File: config.mk
export PLATFORM = sky130hd
export DESIGN_NAME = power_rail_sequencer
export DESIGN_NICKNAME = d
export VERILOG_FILES = /design/src/rtl/core/prs_pkg.sv /design/src/rtl/core/power_rail_sequencer.sv
export SDC_FILE = /design/constraint.sdc
export NUM_CORES = 1
export LEC_CHECK = 0
export BUFFER_PORTS_ARGS = -buffer_cell sky130_fd_sc_hd__clkbuf_2
export CAP_MARGIN = 20
export CORE_ASPECT_RATIO = 0.8
export CORE_MARGIN = 8
export CORE_UTILIZATION = 60
export CTS_CLUSTER_SIZE = 8
export DETAILED_ROUTE_END_ITERATION = 12
export PLACE_DENSITY_LB_ADDON = 0.05
export SETUP_SLACK_MARGIN = 0.5
export SYNTH_ARGS = -nofsm -noshare
export SYNTH_HDL_FRONTEND = slang
export SYNTH_SLANG_ARGS = --single-unit
File: constraint.sdc
create_clock -name clk -period 8.31 [get_ports clk]
set_clock_uncertainty 0.1 [all_clocks]
set_input_delay 1.662 -clock clk [delete_from_list [all_inputs] [get_ports clk]]
set_output_delay 1.662 -clock clk [all_outputs]
set_load 0.03 [all_outputs]
File: src/rtl/core/prs_pkg.sv
// Types and constants of the power rail sequencer.
package prs_pkg;

  localparam int unsigned TimeW    = 32;
  localparam int unsigned DelayW   = 16;
  localparam int unsigned RailN    = 3;
  localparam int unsigned InDataW  = 40;
  localparam int unsigned OutDataW = 8;

  localparam int unsigned RailLow  = 0;
  localparam int unsigned RailMid  = 1;
  localparam int unsigned RailHigh = 2;

  // Result item, low_rail_on in bit 0.
  typedef struct packed {
    logic             settling;
    logic [RailN-1:0] changed_mask;
    logic             high_rail_on;
    logic             mid_rail_on;
    logic             low_rail_on;
  } result_t;

endpackage

File: src/rtl/core/power_rail_sequencer.sv
// Power rail sequencer: tick items in, one registered result item per tick out.
//
//  channel  | direction | payload
//  ---------+-----------+------------------------------------------------------
//  s_axis   | in        | want_mid_rail, want_high_rail, now_time_ms
//  m_axis   | out       | rail enables, changed_mask, settling
//  cfg      | in        | step_delay_ms
//
// One tick per clock while s_axis_tready is high; the result is registered in the output slot.
// The rail update is one subtract and compare on the registered state.
// rst (synchronous) clears the rails, the started flag, the delay and both
// output slots. A stalled m_axis side fills the skid slot, after which
// s_axis_tready drops until the output slot drains.
module power_rail_sequencer (
  input  logic                          clk,
  input  logic                          rst,
  input  logic                          s_axis_tvalid,
  output logic                          s_axis_tready,
  // [0] want_mid_rail, [1] want_high_rail, [33:2] now_time_ms, [39:34] zero
  input  logic [prs_pkg::InDataW-1:0]   s_axis_tdata,
  output logic                          m_axis_tvalid,
  input  logic                          m_axis_tready,
  // [0] low_rail_on, [1] mid_rail_on, [2] high_rail_on, [5:3] changed_mask,
  // [6] settling, [7] zero
  output logic [prs_pkg::OutDataW-1:0]  m_axis_tdata,
  input  logic                          cfg_we,
  input  logic [prs_pkg::DelayW-1:0]    cfg_wdata
);

  logic [prs_pkg::DelayW-1:0] step_delay_ms;
  logic                       sequence_started;
  logic [prs_pkg::TimeW-1:0]  last_step_time;
  logic [prs_pkg::RailN-1:0]  rail_enables;

  logic                       want_mid;
  logic                       want_high;
  logic [prs_pkg::TimeW-1:0]  now_time;
  logic [prs_pkg::TimeW-1:0]  elapsed;
  logic                       delay_ok;
  logic [prs_pkg::RailN-1:0]  rails_off;
  logic [prs_pkg::RailN-1:0]  rail_enables_next;
  logic                       step;
  prs_pkg::result_t           result;

  prs_pkg::result_t           out_data;
  logic                       out_valid;
  prs_pkg::result_t           skid_data;
  logic                       skid_valid;
  logic                       accept;
  logic                       pop;

  assign want_mid  = s_axis_tdata[0];
  assign want_high = s_axis_tdata[1];
  assign now_time  = s_axis_tdata[prs_pkg::TimeW+1:2];

  // Wrapping difference since the last power-up step.
  assign elapsed  = now_time - last_step_time;
  assign delay_ok = elapsed >= {{(prs_pkg::TimeW-prs_pkg::DelayW){1'b0}}, step_delay_ms};

  always_comb begin
    rails_off = rail_enables;
    if (!want_high) rails_off[prs_pkg::RailHigh] = 1'b0;
    if (!want_mid)  rails_off[prs_pkg::RailMid]  = 1'b0;

    rail_enables_next = rails_off;
    step              = 1'b0;
    if (!sequence_started || !rails_off[prs_pkg::RailLow]) begin
      rail_enables_next[prs_pkg::RailLow] = 1'b1;
      step = 1'b1;
    end else if (delay_ok && want_mid && !rails_off[prs_pkg::RailMid]) begin
      rail_enables_next[prs_pkg::RailMid] = 1'b1;
      step = 1'b1;
    end else if (delay_ok && want_high && !rails_off[prs_pkg::RailHigh]) begin
      rail_enables_next[prs_pkg::RailHigh] = 1'b1;
      step = 1'b1;
    end

    result.low_rail_on  = rail_enables_next[prs_pkg::RailLow];
    result.mid_rail_on  = rail_enables_next[prs_pkg::RailMid];
    result.high_rail_on = rail_enables_next[prs_pkg::RailHigh];
    result.changed_mask = rail_enables ^ rail_enables_next;
    result.settling     = !rail_enables_next[prs_pkg::RailLow]
                       || (want_mid  && !rail_enables_next[prs_pkg::RailMid])
                       || (want_high && !rail_enables_next[prs_pkg::RailHigh]);
  end

  assign s_axis_tready = !skid_valid;
  assign accept        = s_axis_tvalid && s_axis_tready;
  assign pop           = out_valid && m_axis_tready;

  always_ff @(posedge clk) begin
    if (rst) begin
      step_delay_ms    <= '0;
      sequence_started <= 1'b0;
      last_step_time   <= '0;
      rail_enables     <= '0;
    end else begin
      if (cfg_we) step_delay_ms <= cfg_wdata;
      if (accept) begin
        sequence_started <= 1'b1;
        rail_enables     <= rail_enables_next;
        if (step) last_step_time <= now_time;
      end
    end
  end

  // Output slot plus skid slot; results leave in acceptance order.
  always_ff @(posedge clk) begin
    if (rst) begin
      out_valid  <= 1'b0;
      skid_valid <= 1'b0;
    end else if (!out_valid || pop) begin
      if (skid_valid) begin
        out_valid  <= 1'b1;
        out_data   <= skid_data;
        skid_valid <= accept;
        if (accept) skid_data <= result;
      end else begin
        out_valid <= accept;
        if (accept) out_data <= result;
      end
    end else if (accept) begin
      skid_valid <= 1'b1;
      skid_data  <= result;
    end
  end

  assign m_axis_tvalid = out_valid;
  assign m_axis_tdata  = {{(prs_pkg::OutDataW-$bits(prs_pkg::result_t)){1'b0}}, out_data};

endmodule

## Word-level counts from Yosys, hierarchy flattened

Cells that the tools add are included.

- $add $sub $neg: 1
- $lt $le $gt $ge: 1
- Equality and inequality tests: 1
- Muxes and demuxes: 19
- Bitwise operators: 2
- Reductions and logical operators: 26

Operator list:

| kind | number |
|---|---|
| $mux 7 | 5 |
| $ge 32x16->1 | 1 |
| $sub 32x32->32 | 1 |
| $mux 1 | 13 |
| $logic_not 1->1 | 9 |
| $logic_and 1x1->1 | 8 |
| $logic_or 1x1->1 | 4 |
| $reduce_and 2->1 | 2 |
| $reduce_bool 2->1 | 2 |
| $reduce_and 3->1 | 1 |
| $xor 3x3->3 | 1 |
| $mux 2 | 1 |
| $ne 2x2->1 const B | 1 |
| $not 1->1 | 1 |

- Register bits: 68
- Output and inout bits: 10

## Depth between registers and ports, before layout

- Depth after elaboration: 14
- Depth in mapped cells: 23
- Mapped depth without buffers: 21

## Worst setup path after synthesis

Ideal clock, no wire load.

- Kind: input port to flip-flop
- Start point: in s_axis_tdata[5] (netlist bit)
- End point: reg out_data, in the netlist m_axis_tdata[1] (data pin)
- Setup time: 0.260 ns
- Arrival time: 5.559 ns
- Path slack: 2.391 ns
- Cell stages on the path: 21
- Buffers on the path: 1
- Path through: ha_1 a21o_1 a21oi_1 nand2_1 a21o_1 a21o_1 a21oi_1 o21bai_1 xor2_1 ha_1 a21oi_1 o21ai_0 nor3_1 a21oi_1 o2111a_1 or4_1 nor4b_1 and4_1 buf_4 o21ai_0 mux2_2

- Cells in the longest elaborated chain, start to end: 8

RTL lines:

| what | line | source |
|---|---|---|
| start: declaration | power_rail_sequencer.sv:20 | `input logic [prs_pkg::InDataW-1:0] s_axis_tdata,` |
| $sub 32x32->32 | power_rail_sequencer.sv:57 | `assign elapsed = now_time - last_step_time;` |
| $ge 32x16->1 | power_rail_sequencer.sv:58 | `assign delay_ok = elapsed >= {{(prs_pkg::TimeW-prs_pkg::DelayW){1'b0}}, step_delay_ms};` |
| $logic_and 1x1->1 (2 in series) | power_rail_sequencer.sv:70 | `end else if (delay_ok && want_mid && !rails_off[prs_pkg::RailMid]) begin` |
| $mux 1 | power_rail_sequencer.sv:70 |  |
| $mux 2 | power_rail_sequencer.sv:67 | `if (!sequence_started \|\| !rails_off[prs_pkg::RailLow]) begin` |
| named net rail_enables_next (one bit) | power_rail_sequencer.sv:41 | `logic [prs_pkg::RailN-1:0] rail_enables_next;` |
| $mux 7 | power_rail_sequencer.sv:120 | `if (accept) out_data <= result;` |
| $mux 7 | power_rail_sequencer.sv:113 | `if (skid_valid) begin` |
| end signal: assignment | power_rail_sequencer.sv:115 | `out_data <= skid_data;` |
| end signal: assignment | power_rail_sequencer.sv:120 |  |
| end: declaration | power_rail_sequencer.sv:45 | `prs_pkg::result_t out_data;` |

The timed path passes the listed nets, and every way through them passes these cells. The select of a mux whose other input is x is not followed.
A chain may end at the register's enable or synchronous reset.

## Final worst setup path

- Start point: in s_axis_tdata[3] (netlist bit)
- End point: reg last_step_time[21] (netlist bit)

- Cells in the longest elaborated chain, start to end: 8
- Elaborated cells between the ends (all ways): 10
- Classes of those cells: 1 x add/sub; 1 x order compare; 3 x mux; 5 x reduce/logical

RTL lines:

| what | line | source |
|---|---|---|
| $sub 32x32->32 (*) | power_rail_sequencer.sv:57 |  |
| $ge 32x16->1 (*) | power_rail_sequencer.sv:58 |  |
| $logic_and 1x1->1 (2 in series) | power_rail_sequencer.sv:73 | `end else if (delay_ok && want_high && !rails_off[prs_pkg::RailHigh]) begin` |
| $mux 1 | power_rail_sequencer.sv:73 |  |
| $mux 1 (*) | power_rail_sequencer.sv:70 |  |
| $mux 1 (*) | power_rail_sequencer.sv:67 |  |
| $reduce_and 2->1 (no source line) (*) | - |  |
| end signal: assignment | power_rail_sequencer.sv:102 | `if (step) last_step_time <= now_time;` |
| end: declaration | power_rail_sequencer.sv:32 | `logic [prs_pkg::TimeW-1:0] last_step_time;` |

Every way passes the cells marked *; elsewhere a longest branch is shown, timed or not.

==> flow_metrics.py <==
metrics = {
    "status": {
        "status": "completed",
    },
    "finish": {
        "n_antenna_cell": 0,
        "drive_gt1_share_pct": 13.0,
        "syn2layout_area_growth_pct": 11.9,
        "fin_nets": 809,
    },
    "route": {
        "routed-via-count": 4725,
        "drtIter0Drc": 371,
        "first_pass_iters": 5,
        "post_drt_wl_per_cell_um": 15.2,
        "wirelength_um": 12400,
        "remaining_drc_errors": 0,
        "avgViaCountPerCell": 5.76,
        "ant_nets": 0,
    },
    "min_path": {
        "hold_path_class": "flip-flop to flip-flop",
        "hold_depth": 2,
        "min_from": "last_step_time[14]",
        "worstHoldEndpoint": "last_step_time[14]",
    },
    "worst_setup_path": {
        "critPathArrivalTime_ns": 6.74,
        "crit_fanout": 32,
        "crit_type": "input pin to flip-flop",
        "required_ns": 8.41,
        "r2r_setup_slack_ns": 2.69,
        "start_kind": "input pin",
        "r2r_start": "last_step_time[1]",
        "worstSetupEndpointType": "flip-flop",
        "ff2ff_path_depth": 19,
        "r2r-end": "last_step_time[21]",
    },
    "pwr": {
        "power_frac_seq_pct": 33.1,
        "p_comb_share_pct": 29.2,
        "p_leak_nw": 2.58,
        "peakVddDrop_v": 0.000100,
        "p_clk_share_pct": 37.7,
        "finalPower_mw": 1.11,
        "internal_power_mw": 0.755,
        "power_density_nw_per_um2": 183,
        "swShare_pct": 31.7,
        "switchingPower_mw": 0.351,
    },
    "logic_synthesis": {
        "ys_top_cells_by_count": "nand2b_1, inv_1, dfxtp_1, mux2i_1, ha_1",
        "syn_area_um2": 5410,
        "syn_avg_cell_area_um2": 8.29,
        "synth_flop_cell": "dfxtp_1",
        "syn_inst": 653,
        "async_flop_share_pct": 0,
        "yosys_warnings": 0,
        "syn_nets": 762,
        "ys_seq_area_share_pct": 27.7,
        "yosysTopAreaCellShare_pct": 20.0,
        "synthMostInstantiatedCell": "nand2b_1",
        "synth_edf_count": 14,
        "yosysTopAreaCell": "dfxtp_1",
        "synth-seq-cells": 68,
        "synth.distinct_cells": 70,
        "yosys-top-cells-area": "dfxtp_1, ha_1, mux2i_1",
    },
    "clock_network": {
        "cts_buffers": 9,
        "root_buffer": "clkbuf_16",
        "cts_buffer_depth": 2,
        "clock-sinks": 68,
        "cts_resized": 0,
        "cts_tree": "built",
        "clock_latency_ns": 0.34,
        "h-tree-depth": 3,
        "postCtsSetupBuffers": 0,
        "hold_buffers": 0,
        "clkTransAtPathRegs_ns": 0.06,
    },
    "flow_run": {
        "max_cap_viol_count": 0,
    },
    "die": {
        "die_h_um": 101,
        "rows": 31,
        "initial_core_util_pct": 60.7,
        "die_x_um": 122,
        "io_pins": 71,
        "core_area_um2": 8920,
        "die_area_um2": 12300,
    },
    "sta": {
        "grt_setup_unrepaired": "false",
        "worst_pin_slew_ns": 0.970,
        "fin_crit_sh_pct": 79.9,
        "final-max-slew-violation-count": 0,
        "min_period_ns": 6.64,
        "hold_ws_ns": 0.371,
        "worst_slack_ns": 1.67,
        "slew_headroom_pct": 34.8,
        "fmax_mhz": 151,
        "finalSetupViolations": 0,
        "hold_viol": 0,
        "tns_ns": 0,
    },
    "grt": {
        "grt_max_degree": 89,
        "grt_usage_pct": 21.0,
        "antenna_found_initial": 0,
        "grt_overflow": 0,
        "grt_pass1_wl_um": 21200,
        "grt_pass1_vias": 4626,
    },
    "place": {
        "portBuffers": 63,
        "gp_congestion": 0.903,
        "place_ws_ns": 1.45,
        "hpwl_um": 9560,
    },
}
placed cells by master, fill, tap and decap left out, types with 5 or more instances in the layout:
cell type	count
nor2b_1	5
dfxtp_1	54
o21a_1	5
ha_1	47
nand3_1	8
a21oi_1	38
o21ai_0	26
nand2_1	37
nor3_1	12
edfxtp_1	14
mux2i_1	52
inv_1	58
a211oi_1	6
nor2_1	46
clkbuf_2	63
a21o_1	11
o211ai_1	9
nand4_1	13
nand2b_1	78
xor2_1	8
clkbuf_16	9
o21ai_1	7
xnor2_1	9
state kept, by name, indices dropped and copies added (netlist names):
signal and count:
last_step_time 32, step_delay_ms 16, m_axis_tdata 7, skid_data 7, rail_enables 3, m_axis_tvalid 1
sequence_started 1, skid_valid 1
power groups by stage:
stage / Clock (mW) / Sequential (mW) / Combinational, mW
after floorplan: 0 / 0.374 / 0.242
after global placement: 0 / 0.372 / 0.310
after detailed placement: 0 / 0.373 / 0.318
after CTS: 0.425 / 0.366 / 0.321
after global routing: 0.437 / 0.368 / 0.362
final: 0.417 / 0.366 / 0.323
worst max-delay path by stage:
stage / startpoint / endpoint / depth (start not counted)
5_1_grt: s_axis_tdata[3] / last_step_time[30] / 19
6_report: s_axis_tdata[3] / last_step_time[21] / 19
3_3_place_gp: s_axis_tdata[10] / last_step_time[17] / 19
4_1_cts: s_axis_tdata[5] / last_step_time[21] / 22
3_5_place_dp: s_axis_tdata[5] / last_step_time[21] / 22
2_1_floorplan: s_axis_tdata[5] / m_axis_tdata[1] / 21
routing by layer:
| metal | GRT usage [%] | vias up | wire length [um] |
|---|---|---|---|
| met2 | 34.4 | 116 | 5660 |
| li1 | - | 2408 | - |
| met5 | 0 | - | 0 |
| met3 | 4.87 | 12 | 746 |
| met4 | 5.23 | 0 | 125 |
| met1 | 27.2 | 2189 | 5900 |
kinds of logic (layout without fill, tap and decap cells):
kind of cell / count (synthesis) / after routing / share of synthesized area (%)
simple gates: 225 / 225 / 22.2
compound gates: 149 / 149 / 18.5
buf+inv: 88 / 140 / 6.96
flops: 68 / 68 / 27.7
mux: 56 / 56 / 10.5
fa+ha+maj: 48 / 48 / 11.2
xor+xnor: 17 / 17 / 2.75
other cells: 2 / 2 / 0.139
worst max-delay path, cell delays in order:
cell	delay [ns]
clkbuf_2	0.11
ha_1	0.27
nor2b_1	0.18
o2111ai_1	0.19
a211oi_2	0.54
o21ai_1	0.38
o21ai_0	0.30
xor2_1	0.21
ha_1	0.29
inv_1	0.07
o221ai_1	0.10
nor4_1	0.32
nand4_1	0.14
or4_1	0.45
nor4b_1	0.37
and4_1	0.51
a31oi_4	0.12
buf_4	0.32
mux2i_1	0.19
metrics by stage:
| stage | instances | area [um^2] | utilization (%) |
|---|---|---|---|
| 2_1_floorplan | 653 | 5410 | - |
| 6_report | 820 | 6050 | 67.9 |
| 3_3_place_gp | 804 | 5730 | 64.2 |
| 4_1_cts | 820 | 6050 | 67.9 |
| 3_5_place_dp | 804 | 5730 | 64.2 |
| 5_1_grt | 820 | 6050 | 67.9 |
cell type report:
class                      instances  area, um^2
multi-input combinational        497        3530
clock inverter                     7        98.8
clock buffer                       9         225
sequential                        68        1500
inverter                          59         221
tap                              115         144
fill                             768        2870
timing repair buffer              65         330
Note: power is estimated with default switching activity, not from simulation.
